--- config.mk ---
export PLATFORM = sky130hd
export DESIGN_NAME = max_profit_k_transactions_top
export DESIGN_NICKNAME = d
export VERILOG_FILES = /design/src/sv/mpk_pkg.sv /design/src/sv/mpk_ctrl.sv /design/src/sv/mpk_dp.sv /design/src/sv/max_profit_k_transactions_top.sv
export SDC_FILE = /design/constraint.sdc
export NUM_CORES = 2
export LEC_CHECK = 0
export BUFFER_PORTS_ARGS = -buffer_cell sky130_fd_sc_hd__clkbuf_2
export CAP_MARGIN = 20
export CORE_MARGIN = 1.5
export CORE_UTILIZATION = 40
export DETAILED_ROUTE_END_ITERATION = 8
export PLACE_DENSITY = 0.62
export SLEW_MARGIN = 20
export SYNTH_ARGS = -nofsm -noshare
export SYNTH_HDL_FRONTEND = slang
export SYNTH_HIERARCHICAL = 1
export SYNTH_SLANG_ARGS = --single-unit
export TNS_END_PERCENT = 10
--- constraint.sdc ---
create_clock -name clk -period 11.2 [get_ports clk]
set_clock_uncertainty 0.2 [all_clocks]
set_input_delay 1.12 -clock clk [delete_from_list [all_inputs] [get_ports clk]]
set_output_delay 1.12 -clock clk [all_outputs]
set_load 0.02 [all_outputs]
--- src/sv/mpk_pkg.sv ---
// mpk_pkg: shared widths, constants and controller/datapath command types
// for the k-transaction max profit block. No dependencies.
package mpk_pkg;

  localparam int PRICE_W  = 16;
  localparam int HOLD_W   = 34;
  localparam int FREE_W   = 33;
  localparam int PROFIT_W = 31;
  localparam int CFG_W    = 5;
  localparam logic [CFG_W-1:0] CFG_RESET = 5'd2;

  // controller -> datapath commands for one cycle
  typedef struct packed {
    logic load;      // latch price and open flag of the accepted word
    logic rd_en;     // read both tables at rd_addr
    logic step;      // update entry wr_addr from the read data
    logic first;     // entry being updated is count 0
    logic hit_k;     // entry being updated is the reported count
    logic out_load;  // move the result into the output register
  } mpk_cmd_t;

  // datapath -> controller status
  typedef struct packed {
    logic out_free;  // output register can take a result this cycle
  } mpk_sts_t;

endpackage

--- src/sv/mpk_ctrl.sv ---
// mpk_ctrl: sequencer for the per-price sweep over all transaction counts,
// plus the max_transactions register. Depends on mpk_pkg.
module mpk_ctrl #(
  parameter int MAX_K = 16,
  parameter int IW    = $clog2(MAX_K + 1)
) (
  input  logic                       clk,
  input  logic                       rst_n,
  input  logic                       in_tvalid,
  output logic                       in_tready,
  input  logic                       in_start,
  input  logic                       cfg_we,
  input  logic [mpk_pkg::CFG_W-1:0]  cfg_wdata,
  input  mpk_pkg::mpk_sts_t          sts,
  output mpk_pkg::mpk_cmd_t          cmd,
  output logic                       open_item,
  output logic [IW-1:0]              rd_addr,
  output logic [IW-1:0]              wr_addr
);
  import mpk_pkg::*;

  typedef enum logic [2:0] {
    ST_IDLE = 3'b001,
    ST_RUN  = 3'b010,
    ST_FIN  = 3'b100
  } state_t;

  localparam logic [IW-1:0] LAST_IDX = IW'(MAX_K);

  state_t            state_r, state_nxt;
  logic [IW-1:0]     idx_r, idx_nxt;
  logic [IW-1:0]     k_r, k_nxt;
  logic [CFG_W-1:0]  cfg_r;
  logic              series_open_r;
  logic              accept;

  assign in_tready = (state_r == ST_IDLE);
  assign accept    = in_tvalid && in_tready;
  assign open_item = in_start || !series_open_r;
  assign wr_addr   = idx_r;

  always_comb begin
    if (32'(cfg_r) > MAX_K) begin
      k_nxt = LAST_IDX;
    end else begin
      k_nxt = IW'(cfg_r);
    end
  end

  always_comb begin
    state_nxt    = state_r;
    idx_nxt      = idx_r;
    cmd          = '0;
    rd_addr      = idx_r + IW'(1);
    unique case (state_r)
      ST_IDLE: begin
        if (accept) begin
          cmd.load  = 1'b1;
          cmd.rd_en = 1'b1;
          rd_addr   = '0;
          idx_nxt   = '0;
          state_nxt = ST_RUN;
        end
      end
      ST_RUN: begin
        cmd.step  = 1'b1;
        cmd.first = (idx_r == '0);
        cmd.hit_k = (idx_r == k_r);
        if (idx_r == LAST_IDX) begin
          state_nxt = ST_FIN;
        end else begin
          cmd.rd_en = 1'b1;
          idx_nxt   = idx_r + IW'(1);
        end
      end
      ST_FIN: begin
        if (sts.out_free) begin
          cmd.out_load = 1'b1;
          state_nxt    = ST_IDLE;
        end
      end
      default: begin
        state_nxt = ST_IDLE;
      end
    endcase
  end

  always_ff @(posedge clk) begin
    if (!rst_n) begin
      state_r       <= ST_IDLE;
      idx_r         <= '0;
      cfg_r         <= CFG_RESET;
      series_open_r <= 1'b0;
    end else begin
      state_r <= state_nxt;
      idx_r   <= idx_nxt;
      if (cfg_we) begin
        cfg_r <= cfg_wdata;
      end
      if (accept) begin
        series_open_r <= 1'b1;
      end
    end
  end

  // k is frozen per word
  always_ff @(posedge clk) begin
    if (accept) begin
      k_r <= k_nxt;
    end
  end

`ifndef SYNTH
  a_idx_range: assert property (@(posedge clk) disable iff (!rst_n)
    (state_r == ST_RUN) |-> (32'(idx_r) <= MAX_K))
    else $error("sweep index past last entry");

  a_accept_starts: assert property (@(posedge clk) disable iff (!rst_n)
    accept |=> (state_r == ST_RUN && idx_r == '0))
    else $error("accepted word did not start sweep at entry 0");

  a_sweep_ends: assert property (@(posedge clk) disable iff (!rst_n)
    (state_r == ST_RUN && idx_r == LAST_IDX) |=> (state_r == ST_FIN))
    else $error("sweep did not finish after last entry");

  a_out_load_free: assert property (@(posedge clk) disable iff (!rst_n)
    cmd.out_load |-> sts.out_free)
    else $error("result loaded into a full output register");
`endif

endmodule

--- src/sv/mpk_dp.sv ---
// mpk_dp: holding/free tables, per-entry update, result capture, saturation
// and output register. Depends on mpk_pkg.
module mpk_dp #(
  parameter int MAX_K = 16,
  parameter int IW    = $clog2(MAX_K + 1)
) (
  input  logic                          clk,
  input  logic                          rst_n,
  input  mpk_pkg::mpk_cmd_t             cmd,
  output mpk_pkg::mpk_sts_t             sts,
  input  logic                          open_item,
  input  logic [IW-1:0]                 rd_addr,
  input  logic [IW-1:0]                 wr_addr,
  input  logic [mpk_pkg::PRICE_W-1:0]   in_price,
  output logic                          out_valid,
  input  logic                          out_ready,
  output logic [mpk_pkg::PROFIT_W-1:0]  out_profit
);
  import mpk_pkg::*;

  localparam int SW = HOLD_W + 1;

  logic signed [HOLD_W-1:0] hold_mem [0:MAX_K];
  logic signed [FREE_W-1:0] free_mem [0:MAX_K];

  logic [PRICE_W-1:0]       price_r;
  logic                     open_r;
  logic signed [HOLD_W-1:0] hold_rd_r;
  logic signed [FREE_W-1:0] free_rd_r;
  logic signed [HOLD_W-1:0] prev_hold_r;   // old hold of the previous count
  logic signed [FREE_W-1:0] res_r;
  logic [PROFIT_W-1:0]      out_data_r;
  logic                     out_valid_r;

  logic signed [SW-1:0] p_x, hold_x, free_x, prev_x;
  logic signed [SW-1:0] buy_v, sell_v, h_v, f_v;
  logic [PROFIT_W-1:0]  sat_v;

  assign p_x    = $signed({{(SW-PRICE_W){1'b0}}, price_r});
  assign hold_x = $signed({{(SW-HOLD_W){hold_rd_r[HOLD_W-1]}}, hold_rd_r});
  assign free_x = $signed({{(SW-FREE_W){free_rd_r[FREE_W-1]}}, free_rd_r});
  assign prev_x = $signed({{(SW-HOLD_W){prev_hold_r[HOLD_W-1]}}, prev_hold_r});
  assign buy_v  = free_x - p_x;
  assign sell_v = prev_x + p_x;

  always_comb begin
    if (open_r) begin
      h_v = -p_x;
      f_v = '0;
    end else if (cmd.first) begin
      h_v = (hold_x > -p_x) ? hold_x : -p_x;
      f_v = '0;
    end else begin
      h_v = (hold_x > buy_v) ? hold_x : buy_v;
      f_v = (free_x > sell_v) ? free_x : sell_v;
    end
  end

  // clamp to 0 .. 2^31-1
  always_comb begin
    if (res_r[FREE_W-1]) begin
      sat_v = '0;
    end else if (res_r[FREE_W-2]) begin
      sat_v = '1;
    end else begin
      sat_v = res_r[PROFIT_W-1:0];
    end
  end

  always_ff @(posedge clk) begin
    if (cmd.step) begin
      hold_mem[wr_addr] <= h_v[HOLD_W-1:0];
      free_mem[wr_addr] <= f_v[FREE_W-1:0];
    end
    if (cmd.rd_en) begin
      hold_rd_r <= hold_mem[rd_addr];
      free_rd_r <= free_mem[rd_addr];
    end
  end

  always_ff @(posedge clk) begin
    if (cmd.load) begin
      price_r <= in_price;
      open_r  <= open_item;
    end
    if (cmd.step) begin
      prev_hold_r <= hold_rd_r;
    end
    if (cmd.step && cmd.hit_k) begin
      res_r <= f_v[FREE_W-1:0];
    end
    if (cmd.out_load) begin
      out_data_r <= sat_v;
    end
  end

  always_ff @(posedge clk) begin
    if (!rst_n) begin
      out_valid_r <= 1'b0;
    end else if (cmd.out_load) begin
      out_valid_r <= 1'b1;
    end else if (out_ready) begin
      out_valid_r <= 1'b0;
    end
  end

  assign sts.out_free = !out_valid_r || out_ready;
  assign out_valid    = out_valid_r;
  assign out_profit   = out_data_r;

endmodule

--- src/sv/max_profit_k_transactions_top.sv ---
// Each price word goes through a load step, a sweep over table entries 0..MAX_K and a hand-off
//   into the output register. in_tready is high only while idle, so no new price is taken until
//   the previous result has been handed off; the hand-off waits while the output register is full.
// Reset (rst_n, synchronous, active low): idle, output empty, max_transactions = 2,
//   no series open. Tables are not cleared; the first word always opens a series.
module max_profit_k_transactions_top #(
  parameter int MAX_K = 16
) (
  input  logic        clk,
  input  logic        rst_n,
  // input stream
  input  logic        in_tvalid,
  output logic        in_tready,
  input  logic [15:0] in_tdata,    // [15:0] price
  input  logic        in_tuser,    // [0] start_series
  // result stream
  output logic        out_tvalid,
  input  logic        out_tready,
  output logic [31:0] out_tdata,   // [30:0] best_profit, [31] zero
  // max_transactions write channel
  input  logic        cfg_valid,
  output logic        cfg_ready,
  input  logic [4:0]  cfg_data     // [4:0] max_transactions
);
  import mpk_pkg::*;

  localparam int IW = $clog2(MAX_K + 1);

  mpk_cmd_t            cmd;
  mpk_sts_t            sts;
  logic                open_item;
  logic [IW-1:0]       rd_addr;
  logic [IW-1:0]       wr_addr;
  logic [PROFIT_W-1:0] profit;

  // register writes always taken; only legal while idle anyway
  assign cfg_ready = 1'b1;

  // controller: sequences load, sweep of counts 0..MAX_K, result hand-off
  mpk_ctrl #(
    .MAX_K (MAX_K),
    .IW    (IW)
  ) u_ctrl (
    .clk       (clk),
    .rst_n     (rst_n),
    .in_tvalid (in_tvalid),
    .in_tready (in_tready),
    .in_start  (in_tuser),
    .cfg_we    (cfg_valid && cfg_ready),
    .cfg_wdata (cfg_data),
    .sts       (sts),
    .cmd       (cmd),
    .open_item (open_item),
    .rd_addr   (rd_addr),
    .wr_addr   (wr_addr)
  );

  // datapath: tables, max-of-buy/sell update, saturation, output register
  mpk_dp #(
    .MAX_K (MAX_K),
    .IW    (IW)
  ) u_dp (
    .clk        (clk),
    .rst_n      (rst_n),
    .cmd        (cmd),
    .sts        (sts),
    .open_item  (open_item),
    .rd_addr    (rd_addr),
    .wr_addr    (wr_addr),
    .in_price   (in_tdata[PRICE_W-1:0]),
    .out_valid  (out_tvalid),
    .out_ready  (out_tready),
    .out_profit (profit)
  );

  assign out_tdata = {1'b0, profit};

endmodule

==> flow_summary.json <==
{
  "outcome": "finished, final reports clean",
  "synthArstFlopShare_pct": 0,
  "synth_top_area_cells": "edfxtp_1 (71%), mux4_2 (13%), ha_1 (3.1%), mux2_2 (1.6%), nor2_1 (0.89%)",
  "wirelength_met1_um": 61200,
  "cts_root_buffer": "clkbuf_16",
  "clock.fmax_mhz": 138,
  "synth_largest_area_cell": "edfxtp_1",
  "slew-limit-headroom_pct": 24.0,
  "maxCapViolCount": 0,
  "wl_per_cell_um": 27.9,
  "hp-start": "u_ctrl/cfg_r[1]",
  "data_arrival_time_of_the_critical_path_ns": 7.43,
  "reg2reg_setup_slack_ns": 3.98,
  "post-synth-top-area-fraction_pct": 70.8,
  "placement_rows": 137,
  "die-width_um": 378,
  "drcViolationCount": 0,
  "synth_warnings": 6,
  "worst_setup_hold_path_clk_slew_ns": 0.06,
  "ys_seq_area_share_pct": 71.3,
  "yosysUniqueCellTypes": 78,
  "gr-usage-all-layers_pct": 20.1,
  "detail-route-antenna-nets": 0,
  "top_signal_layer_used": "met5",
  "area_delta_synth_final_pct": 13.7,
  "cts_inserted_buffers": 141,
  "timing_worst_slew_pin_value_ns": 1.14,
  "setup_viol": 0,
  "die_h_um": 378,
  "place_congestion": 0.943,
  "min_path_cells": 2,
  "final_routed_wirelength_across_all_metal_layers_um": 142000,
  "post_layout_min_period_ns": 7.22,
  "finish.net_count": 3278,
  "crit_path_end_kind": "flip-flop",
  "vias_in_the_first_global_route": 28939,
  "power.ir.vdd_worst_uv": 155,
  "synth.ff_latch_count": 1341,
  "cts_setup_buffers": 0,
  "finish.utilization_pct": 45.8,
  "unrepaired_setup_endpoints_after_global_routing": "no",
  "grt_pass1_wl_um": 206000,
  "floorplan.initialDensity_pct": 40.3,
  "hold_path_class": "reg -> reg",
  "rr_startpoint": "u_dp/price_r[0]",
  "setup_total_negative_slack_ns": 0,
  "worstSetupPathType": "reg -> reg",
  "design.portCount": 62,
  "synth.cell_area_um2": 56300,
  "hold_end": "u_ctrl/cfg_r[1]",
  "cts-root-to-sink-buffers": 3,
  "route.detailed.vias_per_inst": 5.73,
  "cp_max_fo": 30,
  "core_region_area_um2": 140000,
  "startpoint_type_of_the_worst_setup_path": "flip-flop",
  "grt_max_degree": 128,
  "postCtsResizedCells": 0,
  "critPathRequiredTime_ns": 11.41,
  "startpoint": "u_dp/price_r[0]",
  "overflow": 0,
  "clk_latency_ns": 0.77,
  "r2r_end": "u_dp/free_mem[5][15]",
  "route.vias.total": 29206,
  "netlist_instances": 2938,
  "postSynthAreaPerCell_um2": 19.1,
  "place_ws_ns": 4.12,
  "cts_sinks": 1341,
  "drv_slew": 0,
  "finalCritPeriodShare_pct": 64.5,
  "met2_wirelength_um": 68300,
  "ctsHtreeMaxLevel": 4,
  "reg2reg_depth": 19,
  "tritoncts": "done",
  "power_density_nw_per_um2": 176,
  "detailroute.wirelength.met3_um": 9400,
  "cts_hold_buf": 0,
  "floorplan.die_area_um2": 143000,
  "io_buffer_count": 59,
  "final_hold_viol_count": 0,
  "synth_edf_count": 1326,
  "post_route_cells_drive_above_1_share_pct": 25.7,
  "detail_route.first_pass.iterations": 5,
  "syn_nets": 3107,
  "p_leak_uw": 0.0206,
  "detailedPlacementHpwl_um": 80400,
  "synth_top_flop_cell": "edfxtp_1",
  "antenna_found_initial": 2,
  "timing.final.ws_setup_ns": 3.98,
  "drt-initial-drc-count": 3168
}
## stage by stage
step                      hold slack, ns  area, µm²  instances  total power [µW]
after floorplan                    0.233      56300       2938              6460
after global placement             0.273      59200       4824              6780
after detailed placement           0.260      59300       4832              6790
after CTS                          0.280      63900       5085             11400
after global routing               0.308      64000       5095             11700
final                              0.282      64000       5096             11300
## kinds of logic (layout without fill, tap and decap cells)
family	Yosys count	count (layout)	share of synthesized area (%)
AO/OA/AOI/OAI	292	292	3.40
XOR/XNOR	79	79	1.23
adder cells (fa/ha/maj)	142	142	3.18
buffers and inverters	203	484	1.40
flip-flops	1341	1341	71.3
multiplexers	452	452	15.7
other	2	3	0.0133
AND/OR/NAND/NOR	427	427	3.80
## where the power goes
group	leakage [µW]	switching, µW	total [µW]	internal, µW
Sequential	0.0122	76.2	5710	5640
Combinational	0.00620	580	979	399
Clock	0.00221	1890	4590	2690
Total	0.0206	2550	11300	8730
## state kept, by name, summed over array words and instances (netlist names)
register	cells
u_ctrl/cfg_r	5
u_dp/out_profit	31
u_ctrl/k_r	5
u_dp/free_rd_r	33
u_dp/hold_rd_r	34
u_dp/free_mem	561
u_ctrl/series_open_r	1
u_dp/hold_mem	578
u_ctrl/state_r	3
u_dp/res_r	33
u_dp/out_valid	1
u_dp/price_r	16
u_ctrl/wr_addr	5
u_dp/open_r	1
u_dp/prev_hold_r	34
## cells in the final DEF, fill, tap and decap left out, drive strengths merged, types with 65 or more instances in the layout
master	synthesis	routed
a21oi	88	88
nand2	91	91
ha	140	140
edfxtp	1326	1326
mux4	335	335
buf	43	91
nor2	134	134
o21ai	65	65
clkbuf	86	241
mux2	78	78
inv	71	78
## synth_stat cells, types with 6 or more instances
cell	number
nor2_1	134
inv_1	70
o31ai_1	8
o21ai_0	63
edfxtp_1	1326
nand4_1	29
mux4_2	335
xnor2_1	43
a211oi_1	12
ha_1	140
mux2i_1	39
mux2_2	78
and2_1	17
and3_1	12
xor2_1	36
nand2_1	91
or3_1	9
and4_1	7
a21o_1	20
a221o_1	6
nor4_1	25
dfxtp_1	15
buf_1	33
o211ai_1	26
a21oi_1	87
a21boi_0	10
nand2b_1	14
buf_2	6
a221oi_1	19
nand3_1	33
nor3_1	20
o21bai_1	7
nor2b_1	11
clkbuf_1	86
## metal layers
layer | up-vias | track usage [%]
met1 | 15493 | 28.9
met4 | 2 | 5.83
met3 | 209 | 3.09
met2 | 1093 | 31.8
met5 | - | 0
li1 | 12409 | -
## critical path, stage by stage (launching register included)
cell and delay (ns):
edfxtp_1 0.51, ha_1 0.29, fa_1 0.42, a211oi_1 0.40
o211ai_1 0.19, nand2_1 0.15, o21ai_0 0.17, a221o_1 0.48
nand2_1 0.17, o21ai_0 0.10, ha_1 0.34, nand3_1 0.14
nor4_1 0.49, nand4_1 0.20, a31oi_1 0.21, nor4_1 0.08
mux2_2 0.74, buf_4 0.46, mux2_2 0.38, nor2_1 0.74
## worst max-delay path by stage
stage | endpoint | slack (ns)
detailed placement | u_dp/free_mem[8][17] | 4.12
floorplan | u_dp/free_mem[16][0] | 2.37
finish | u_dp/free_mem[5][15] | 3.98
global route | u_dp/free_mem[5][15] | 3.60
global placement | u_dp/res_r[22] | 4.32
CTS | u_dp/free_mem[12][21] | 4.07
## layout make-up
type | count | area [µm²]
tap | 1876 | 2350
clock inverter | 78 | 762
sequential | 1341 | 40100
fill | 11723 | 75600
clock buffer | 175 | 3740
multi-input combinational | 1394 | 15600
inverter | 74 | 278
antenna | 1 | 2.50
timing repair buffer | 157 | 1080
(Power assumes the default switching activity.)
